### src/rtl/core/lcdnw_pkg.sv
// Shared types and constants of the character LCD nibble writer.
package lcdnw_pkg;

  localparam int unsigned DELAY_W     = 10;
  localparam logic [DELAY_W-1:0] DELAY_RESET = 10'd41;

  typedef enum logic [1:0] {
    MODE_TICK   = 2'd0,
    MODE_CMD    = 2'd1,
    MODE_DATA   = 2'd2,
    MODE_NIBBLE = 2'd3
  } mode_t;

  typedef struct packed {
    logic [1:0] mode;
    logic [7:0] byte_value;
  } in_word_t;

  typedef struct packed {
    logic       register_select;
    logic       enable_pin;
    logic [3:0] data_lines;
    logic       busy_res;
    logic       accepted;
  } out_word_t;

endpackage

### src/rtl/core/lcdnw_seq.sv
// Write sequencer: phase, delay counter, pin levels and next result word.
module lcdnw_seq (
  input  logic                                clk,
  input  logic                                rst_n,
  input  logic                                fire,
  input  lcdnw_pkg::in_word_t                 item,
  input  logic                                cfg_we,
  input  logic [lcdnw_pkg::DELAY_W-1:0]       cfg_wdata,
  output lcdnw_pkg::out_word_t                res
);
  import lcdnw_pkg::*;

  typedef enum logic [3:0] {
    PH_IDLE   = 4'd0,
    PH_RS     = 4'd1,
    PH_HI0    = 4'd2,
    PH_HI1    = 4'd3,
    PH_HI2    = 4'd4,
    PH_HI3    = 4'd5,
    PH_EN_HI1 = 4'd6,
    PH_EN_LO1 = 4'd7,
    PH_LO0    = 4'd8,
    PH_LO1    = 4'd9,
    PH_LO2    = 4'd10,
    PH_LO3    = 4'd11,
    PH_EN_HI2 = 4'd12,
    PH_EN_LO2 = 4'd13
  } phase_t;

  logic [DELAY_W-1:0] delay_r;
  phase_t             phase_r, phase_nxt;
  logic [DELAY_W-1:0] wait_r, wait_nxt;
  logic [7:0]         pend_r, pend_nxt;
  logic               rs_r, rs_nxt;
  logic               en_r, en_nxt;
  logic [3:0]         db_r, db_nxt;
  logic               busy_r, busy_nxt;

  logic               acc;
  logic               do_enter;
  phase_t             enter_ph;
  logic               rs_val;
  logic [1:0]         line;
  logic [DELAY_W-1:0] delay_load;

  assign delay_load = (delay_r == '0) ? DELAY_W'(1) : delay_r;

  always_comb begin
    phase_nxt = phase_r;
    wait_nxt  = wait_r;
    pend_nxt  = pend_r;
    rs_nxt    = rs_r;
    en_nxt    = en_r;
    db_nxt    = db_r;
    busy_nxt  = busy_r;
    acc       = 1'b0;
    do_enter  = 1'b0;
    enter_ph  = phase_r;
    rs_val    = rs_r;
    line      = 2'd0;
    if (fire) begin
      if (item.mode == MODE_TICK) begin
        if (busy_r) begin
          if (wait_r > DELAY_W'(1)) begin
            wait_nxt = wait_r - DELAY_W'(1);
          end else if (phase_r inside {[PH_RS:PH_EN_HI2]}) begin
            do_enter = 1'b1;
            enter_ph = phase_t'(phase_r + 4'd1);
          end else begin
            phase_nxt = PH_IDLE;
            wait_nxt  = '0;
            busy_nxt  = 1'b0;
          end
        end
      end else if (!busy_r) begin
        acc      = 1'b1;
        busy_nxt = 1'b1;
        do_enter = 1'b1;
        if (item.mode == MODE_NIBBLE) begin
          pend_nxt = {4'd0, item.byte_value[3:0]};
          enter_ph = PH_LO0;
        end else begin
          pend_nxt = item.byte_value;
          enter_ph = PH_RS;
          rs_val   = (item.mode == MODE_DATA);
        end
      end
    end
    if (do_enter) begin
      phase_nxt = enter_ph;
      wait_nxt  = delay_load;
      case (enter_ph)
        PH_RS: begin
          rs_nxt = rs_val;
        end
        PH_HI0, PH_HI1, PH_HI2, PH_HI3: begin
          line         = enter_ph[1:0] - 2'd2;
          db_nxt[line] = pend_nxt[{1'b1, line}];
        end
        PH_LO0, PH_LO1, PH_LO2, PH_LO3: begin
          line         = enter_ph[1:0];
          db_nxt[line] = pend_nxt[{1'b0, line}];
        end
        PH_EN_HI1, PH_EN_HI2: begin
          en_nxt = 1'b1;
        end
        PH_EN_LO1, PH_EN_LO2: begin
          en_nxt = 1'b0;
        end
        default: begin
          phase_nxt = enter_ph;
        end
      endcase
    end
  end

  assign res = '{register_select: rs_nxt, enable_pin: en_nxt, data_lines: db_nxt,
                 busy_res: busy_nxt, accepted: acc};

  always_ff @(posedge clk) begin
    if (!rst_n) begin
      delay_r <= DELAY_RESET;
      phase_r <= PH_IDLE;
      wait_r  <= '0;
      pend_r  <= '0;
      rs_r    <= 1'b0;
      en_r    <= 1'b0;
      db_r    <= '0;
      busy_r  <= 1'b0;
    end else begin
      if (cfg_we) begin
        delay_r <= cfg_wdata;
      end
      phase_r <= phase_nxt;
      wait_r  <= wait_nxt;
      pend_r  <= pend_nxt;
      rs_r    <= rs_nxt;
      en_r    <= en_nxt;
      db_r    <= db_nxt;
      busy_r  <= busy_nxt;
    end
  end

  a_busy_phase: assert property (@(posedge clk) disable iff (!rst_n)
    busy_r == (phase_r != PH_IDLE))
    else $error("busy flag and phase disagree");

  a_en_phase: assert property (@(posedge clk) disable iff (!rst_n)
    en_r == (phase_r == PH_EN_HI1 || phase_r == PH_EN_HI2))
    else $error("enable level outside an enable-high phase");

  a_wait_live: assert property (@(posedge clk) disable iff (!rst_n)
    busy_r |-> (wait_r != '0))
    else $error("running write with empty wait count");

  a_reject: assert property (@(posedge clk) disable iff (!rst_n)
    (fire && busy_r && item.mode != MODE_TICK) |=> $stable(phase_r) && $stable(wait_r))
    else $error("rejected request changed the sequence");

endmodule

### src/rtl/core/char_lcd_nibble_writer.sv
// Top level of the character LCD nibble writer: input and result registers around the sequencer.
//
//   channel  direction  handshake             payload
//   in_      input      in_valid / in_stall   in_data   (mode, byte_value)
//   out_     output     out_valid / out_stall out_data  (pins, busy_res, accepted)
//   cfg_     input      cfg_we                cfg_wdata (step_delay_ticks)
//
// One word per cycle while out_stall is low; an accepted input word passes the input register,
// and its result word is registered in the result register around the sequencer.
// Synchronous active-low reset clears the pins, the phase and both valid flags;
// the step delay resets to 41 ticks.
// A stalled result holds the sequencer and the input register; in_stall rises
// only while the input register is full and cannot advance.
module char_lcd_nibble_writer (
  input  logic                          clk,
  input  logic                          rst_n,
  input  logic                          in_valid,
  output logic                          in_stall,
  input  lcdnw_pkg::in_word_t           in_data,
  output logic                          out_valid,
  input  logic                          out_stall,
  output lcdnw_pkg::out_word_t          out_data,
  input  logic                          cfg_we,
  input  logic [lcdnw_pkg::DELAY_W-1:0] cfg_wdata
);
  import lcdnw_pkg::*;

  logic      in_valid_r;
  in_word_t  in_data_r;
  logic      out_valid_r;
  out_word_t out_data_r;
  out_word_t res;
  logic      adv;

  assign adv      = in_valid_r && (!out_valid_r || !out_stall);
  assign in_stall = in_valid_r && !adv;

  lcdnw_seq u_seq (
    .clk       (clk),
    .rst_n     (rst_n),
    .fire      (adv),
    .item      (in_data_r),
    .cfg_we    (cfg_we),
    .cfg_wdata (cfg_wdata),
    .res       (res)
  );

  always_ff @(posedge clk) begin
    if (!rst_n) begin
      in_valid_r  <= 1'b0;
      out_valid_r <= 1'b0;
    end else begin
      if (!in_stall) begin
        in_valid_r <= in_valid;
      end
      if (adv) begin
        out_valid_r <= 1'b1;
      end else if (!out_stall) begin
        out_valid_r <= 1'b0;
      end
    end
  end

  always_ff @(posedge clk) begin
    if (!in_stall) begin
      in_data_r <= in_data;
    end
    if (adv) begin
      out_data_r <= res;
    end
  end

  assign out_valid = out_valid_r;
  assign out_data  = out_data_r;

endmodule
### config.mk
export PLATFORM = sky130hd
export DESIGN_NAME = char_lcd_nibble_writer
export DESIGN_NICKNAME = d
export VERILOG_FILES = /design/src/rtl/core/lcdnw_pkg.sv /design/src/rtl/core/lcdnw_seq.sv /design/src/rtl/core/char_lcd_nibble_writer.sv
export SDC_FILE = /design/constraint.sdc
export NUM_CORES = 1
export LEC_CHECK = 0
export ABC_CLOCK_PERIOD_IN_PS = 4300
export BUFFER_PORTS_ARGS = -buffer_cell sky130_fd_sc_hd__buf_2
export CORE_MARGIN = 4
export CORE_UTILIZATION = 58
export CTS_CLUSTER_SIZE = 8
export DETAILED_ROUTE_END_ITERATION = 10
export PLACE_DENSITY = 0.8
export RECOVER_POWER = 25
export SKIP_CTS_REPAIR_TIMING = 1
export SYNTH_ARGS = -nofsm -noshare
export SYNTH_HDL_FRONTEND = slang
export SYNTH_SLANG_ARGS = --single-unit
export TNS_END_PERCENT = 1
### constraint.sdc
create_clock -name clk -period 4.3 [get_ports clk]
set_input_delay 0 -clock clk [delete_from_list [all_inputs] [get_ports clk]]
set_output_delay 0 -clock clk [all_outputs]
set_load 0.005 [all_outputs]
# Word level (Yosys, flattened, before mapping)
# Cells that the tools add are included.
# W data, S select, Z words.
totals:
  rom_bits: 0
  output_inout_bits: 10
  latchBits: 0
  in_bits: 25
  register_bits: 59
  ram_bits: 0
  mem_count: 0
  wordCells: 124
op_classes:
  addsub: 3
  div: 0
  shift: 0
  n_lt_le_gt_ge: 9
  bitwise_logic: 0
  muxes: 56
  reduce_logical: 20
  n_eq_ne: 19
  mul: 0
ops:
  columns: ["op", "n"]
  rows:
  - ["$mux W10", 7]
  - ["$mux W4", 14]
  - ["$mux W8", 4]
  - ["$eq A4 B4 Y1 const B", 6]
  - ["$mux W1", 23]
  - ["$eq A4 B3 Y1 const B", 4]
  - ["$gt A10 B1 Y1 const B", 1]
  - ["$logic_not A10 Y1", 1]
  - ["$sub A10 B1 Y10 const B", 1]
  - ["$bwmux W4", 2]
  - ["$eq A4 B2 Y1 const B", 2]
  - ["$pmux W4 S2", 1]
  - ["$reduce_or A4 Y1", 2]
  - ["$lt A2 B3 Y1 const B", 2]
  - ["$ne A2 B1 Y1 const B", 3]
  - ["$reduce_bool A2 Y1", 3]
  - ["$logic_and A1 B1 Y1", 5]
  - ["$reduce_and A5 Y1", 1]
  - ["$add A4 B1 Y4 const B", 1]
  - ["$bmux W1 S2", 2]
  - ["$demux W1 S2", 2]
  - ["$eq A2 B2 Y1 const B", 2]
  - ["$eq A4 B1 Y1 const B", 1]
  - ["$ge A2 B1 Y1 const B", 2]
  - ["12 further kinds", 15]

# Logic depth before layout (Yosys ltp)
logic_depth:
  depth_word: 15
  mapped_depth: 12
  depth_no_buf: 10

# By module
# A second synthesis with hierarchy kept.
unflattened:
  hier_cells: 337
  hier_area_um2: 3148.0
by_module_without_submodules:
  columns: ["module", "area_each_um2", "cells_each", "n_inst", "seq_area_each_um2"]
  rows:
  - ["lcdnw_seq", 2527.4, 311, 1, 780.7]
  - ["char_lcd_nibble_writer", 620.6, 26, 1, 580.6]

# Worst setup path after synthesis
# No wires, ideal clock.
synth_timing:
  kind: "register -> register"
  from: "reg u_seq.wait_r[4]"
  to: "reg out_data_r (netlist bit out_data[5]), data pin"
  setup_ns: 0.262
  setup_slack_ns: 1.112
  path_stages_with_launch: 10
  path_buffers: 2
  synth_period_minus_slack_ns: 3.188
  t_required_ns: 4.038
  arrival_ns: 2.926
  cell_sequence: "dfxtp_1 -> or4_1 -> buf_2 -> or4b_4 -> buf_6 -> nor4_4 -> nor3_2 -> or3_1 -> a211o_1 -> a211o_1"
synth_rtl:
  columns: ["element", "line", "text"]
  rows:
  - ["start, declared", "lcdnw_seq.sv:32", "logic [DELAY_W-1:0] wait_r, wait_nxt;"]
  - ["start signal, assigned", "lcdnw_seq.sv:135", "wait_r <= wait_nxt;"]
  - ["end signal, assigned", "char_lcd_nibble_writer.sv:69", "out_data_r <= res;"]
  - ["end, declared", "char_lcd_nibble_writer.sv:31", "out_word_t out_data_r;"]

==> run_results.csv <==
group,metric,value,unit
outcome,status,"finished clean",
clock_tree,cts_made_buffers,9,
pwr,power-per-cell-area,394.2,nW/um^2
detailed_routing,vias,2695,
synthesis,yosysWarnings,0,
synthesis,seq_area_frac_synth,0.4712,
critical_path,worst_setup_path_start_kind,"flip-flop",
cells_and_area,fin_util,0.7443,
timing,setup_tns,0,ns
floorplan,ios,35,
cells_and_area,area_growth,23.30,%
detailed_routing,drc_errors,0,
critical_path,r2r_setup_slack,0.79,ns
placed_design,gp_congestion,0.9170,
synthesis,async_flop_share,0,
global_route,grt_max_degree,33,
cells_and_area,drive_gt1_frac,0.1459,
global_route,grt_first_pass_wirelength,10.81,mm
floorplan,start_util,0.6037,
synthesis,avgSynthCellArea,9.230,um^2
detailed_routing,drt_iter0_drc,253,
global_route,antenna_found_initial,0,
detailed_routing,dr.pass1.iters,8,
pwr,irDropWorstVdd,0.2745,mV
clock_tree,h-tree-depth,3,
pwr,total_power,1.404,mW
floorplan,die_area,6174,um^2
timing,rsz0062_at_grt,"no",
placed_design,dp_hpwl,4.581,mm
cells_and_area,fin_nets,402,
floorplan,row_count,25,
synthesis,netlist_area,2889,um^2
synthesis,syn-num-nets,343,
cells_and_area,ff_latch_area,1361,um^2
timing,finalClockSkew,0.01292,ns
critical_path,r2r_end,"u_seq.rs_r",
cells_and_area,num-fill-cells,320,
clock_tree,cts.sink_count,59,
critical_path,path_max_fanout,16,
critical_path,required,4.54,ns
clock_tree,cts_tree,"yes",
worst_hold_path,min_to,"u_seq.delay_r[7]",
critical_path,reg2reg_from,"u_seq.wait_r[4]",
worst_hold_path,min_path_cells,3,
timing,hold_viol,0,
worst_hold_path,min_from,"cfg_we",
critical_path,crit_path_end_kind,"flip-flop",
worst_hold_path,hold_class,"in -> reg",
timing,worst_slew_pin_slew,1.062,ns
clock_tree,clk_latency,0.35,ns
detailed_routing,post_drt_wl_per_cell,17.63,um
critical_path,worstPathArrival,3.75,ns
detailed_routing,drtAntennaViolNets,0,
clock_tree,max-clock-path-buffers,2,
global_route,grt_pass1_vias,2284,
timing,period_minus_slack,3.510,ns
flow_run,drv_cap,0,
cells_and_area,n_antenna_cell,0,
detailed_routing,routed_wl,7.826,mm
synthesis,synth-seq-cells,59,
floorplan,die_h,78.58,um
cells_and_area,multi_input_area,1424,um^2
clock_tree,path_clk_slew,0.07,ns
synthesis,synthCells,313,
global_route,grt_overflow,0,
detailed_routing,routed_via_density,6.070,
pwr,p_leak,1.412,nW
clock_tree,clock-root-buffer,"clkbuf_8",
timing,slew_viol_final,0,
synthesis,synth_edf_count,18,
critical_path,critPathKind,"reg -> reg",
timing,max_freq,284.9,MHz
synthesis,synth_cell_type_count,58,
floorplan,die_width,78.58,um
floorplan,core_area,4786,um^2
critical_path,worstRegToRegCells,8,
timing,setup_violations,0,
global_route,grt_use_total,0.2219,
synthesis,ys.flop_type,"dfxtp_1",
timing,finalCritPeriodShare,0.8163,
timing,relSlewSlack,0.2921,
placed_design,io_buffers,34,
registers in the layout (all words and copies together) (netlist names), 4 cells and up:
| register | count |
|---|---|
| u_seq.delay_r | 10 |
| out_data | 8 |
| u_seq.phase_r | 4 |
| in_data_r | 10 |
| u_seq.pend_r | 8 |
| u_seq.wait_r | 10 |
| u_seq.db_r | 4 |
worst max-delay path, stage by stage (launching register included):
cell	delay, ns
dfxtp_1	0.35
or4_1	0.66
or4b_4	0.63
a211oi_2	0.23
o32a_1	0.51
nand3_1	0.20
nor4_1	0.28
mux2_2	0.39
and2_1	0.16
logic make-up after synthesis:
logic type,synth area share
AO/OA/AOI/OAI,0.1758
multiplexers,0.05240
AND/OR/NAND/NOR,0.2308
flip-flops,0.4712
buffers and inverters,0.03595
adder cells (fa/ha/maj),0.02165
XOR/XNOR,0.01213
metal layers:
| layer | GRT usage | up-vias | routed length [um] |
|---|---|---|---|
| li1 | - | 1271 | - |
| met1 | 0.3112 | 1274 | 3315 |
| met2 | 0.3336 | 132 | 3791 |
| met3 | 0.04243 | 18 | 593 |
| met4 | 0.09441 | 0 | 126 |
| met5 | 0 | - | 0 |
through the flow:
stage          hold WS, ns  instances  setup WS [ns]  cell area [um^2]
2_1_floorplan      0.09887        313          1.112              2889
3_3_place_gp        0.1768        403         0.9716              3110
3_5_place_dp        0.1783        403         0.8660              3110
4_1_cts            -0.1745        419         0.8489              3318
5_1_grt             0.1509        444         0.6817              3562
6_report            0.1164        444         0.7898              3562
worst max-delay path by stage:
stage	from	to	slack (ns)
3_3_place_gp	u_seq.wait_r[4]	u_seq.rs_r	0.97
4_1_cts	u_seq.wait_r[4]	u_seq.rs_r	0.85
5_1_grt	u_seq.wait_r[4]	u_seq.rs_r	0.68
2_1_floorplan	u_seq.wait_r[4]	out_data[5]	1.11
6_report	u_seq.wait_r[4]	u_seq.rs_r	0.79
3_5_place_dp	u_seq.wait_r[4]	u_seq.rs_r	0.87
cell type report:
cell class	instances	share of cell area
clock buffer	11	0.03688
clock inverter	5	0.02143
inverter	9	0.009484
multi-input combinational	229	0.3997
sequential	59	0.3822
tap	67	0.02353
timing repair buffer	64	0.1268
synth_stat cells, types with 2 or more instances:
library cell / instances / share of area
nand2b_1: 3 / 0.0065
dfxtp_1: 41 / 0.28
ha_1: 5 / 0.022
nor2_1: 41 / 0.053
clkbuf_1: 13 / 0.017
a22oi_1: 7 / 0.018
nand4_1: 3 / 0.0065
nand2_1: 30 / 0.039
inv_1: 8 / 0.010
a211oi_1: 8 / 0.021
and3_1: 2 / 0.0043
or4_1: 2 / 0.0052
a31oi_1: 6 / 0.013
o21ai_0: 9 / 0.016
buf_2: 2 / 0.0035
and2_1: 7 / 0.015
o41ai_1: 2 / 0.0061
mux2i_1: 14 / 0.049
o211ai_1: 2 / 0.0052
o31ai_1: 6 / 0.016
or3_1: 3 / 0.0065
o21ai_1: 2 / 0.0035
a211o_1: 2 / 0.0061
nor3_1: 14 / 0.024
a21oi_1: 14 / 0.024
xnor2_1: 4 / 0.012
edfxtp_1: 18 / 0.19
a311oi_1: 2 / 0.0061
nor4_1: 3 / 0.0065
nand3_1: 12 / 0.021
placed cells by master, fill, tap and decap left out, drive strengths merged, types with 3 or more instances in the layout:
master       count
nor2            41
a22oi            7
ha               5
clkbuf          16
inv              9
or4b             3
dlygate4sd3     25
xnor2            4
a211oi           9
and2             7
nand2           30
buf             34
o31ai            6
or3              3
a21oi           14
dfxtp           41
o21ai           11
nand3           12
nor4             4
mux2i           14
clkinv           3
nor3            15
edfxtp          18
nand4            3
a31oi            6
nand2b           3
report_power, final:
part / leakage (nW) / internal, mW / switching [mW]
logic: 0.793 / 0.0968 / 0.135
registers: 0.516 / 0.600 / 0.0221
clock network: 0.103 / 0.325 / 0.225
total: 1.41 / 1.02 / 0.382
No activity file was read; power rests on OpenSTA's default activity.
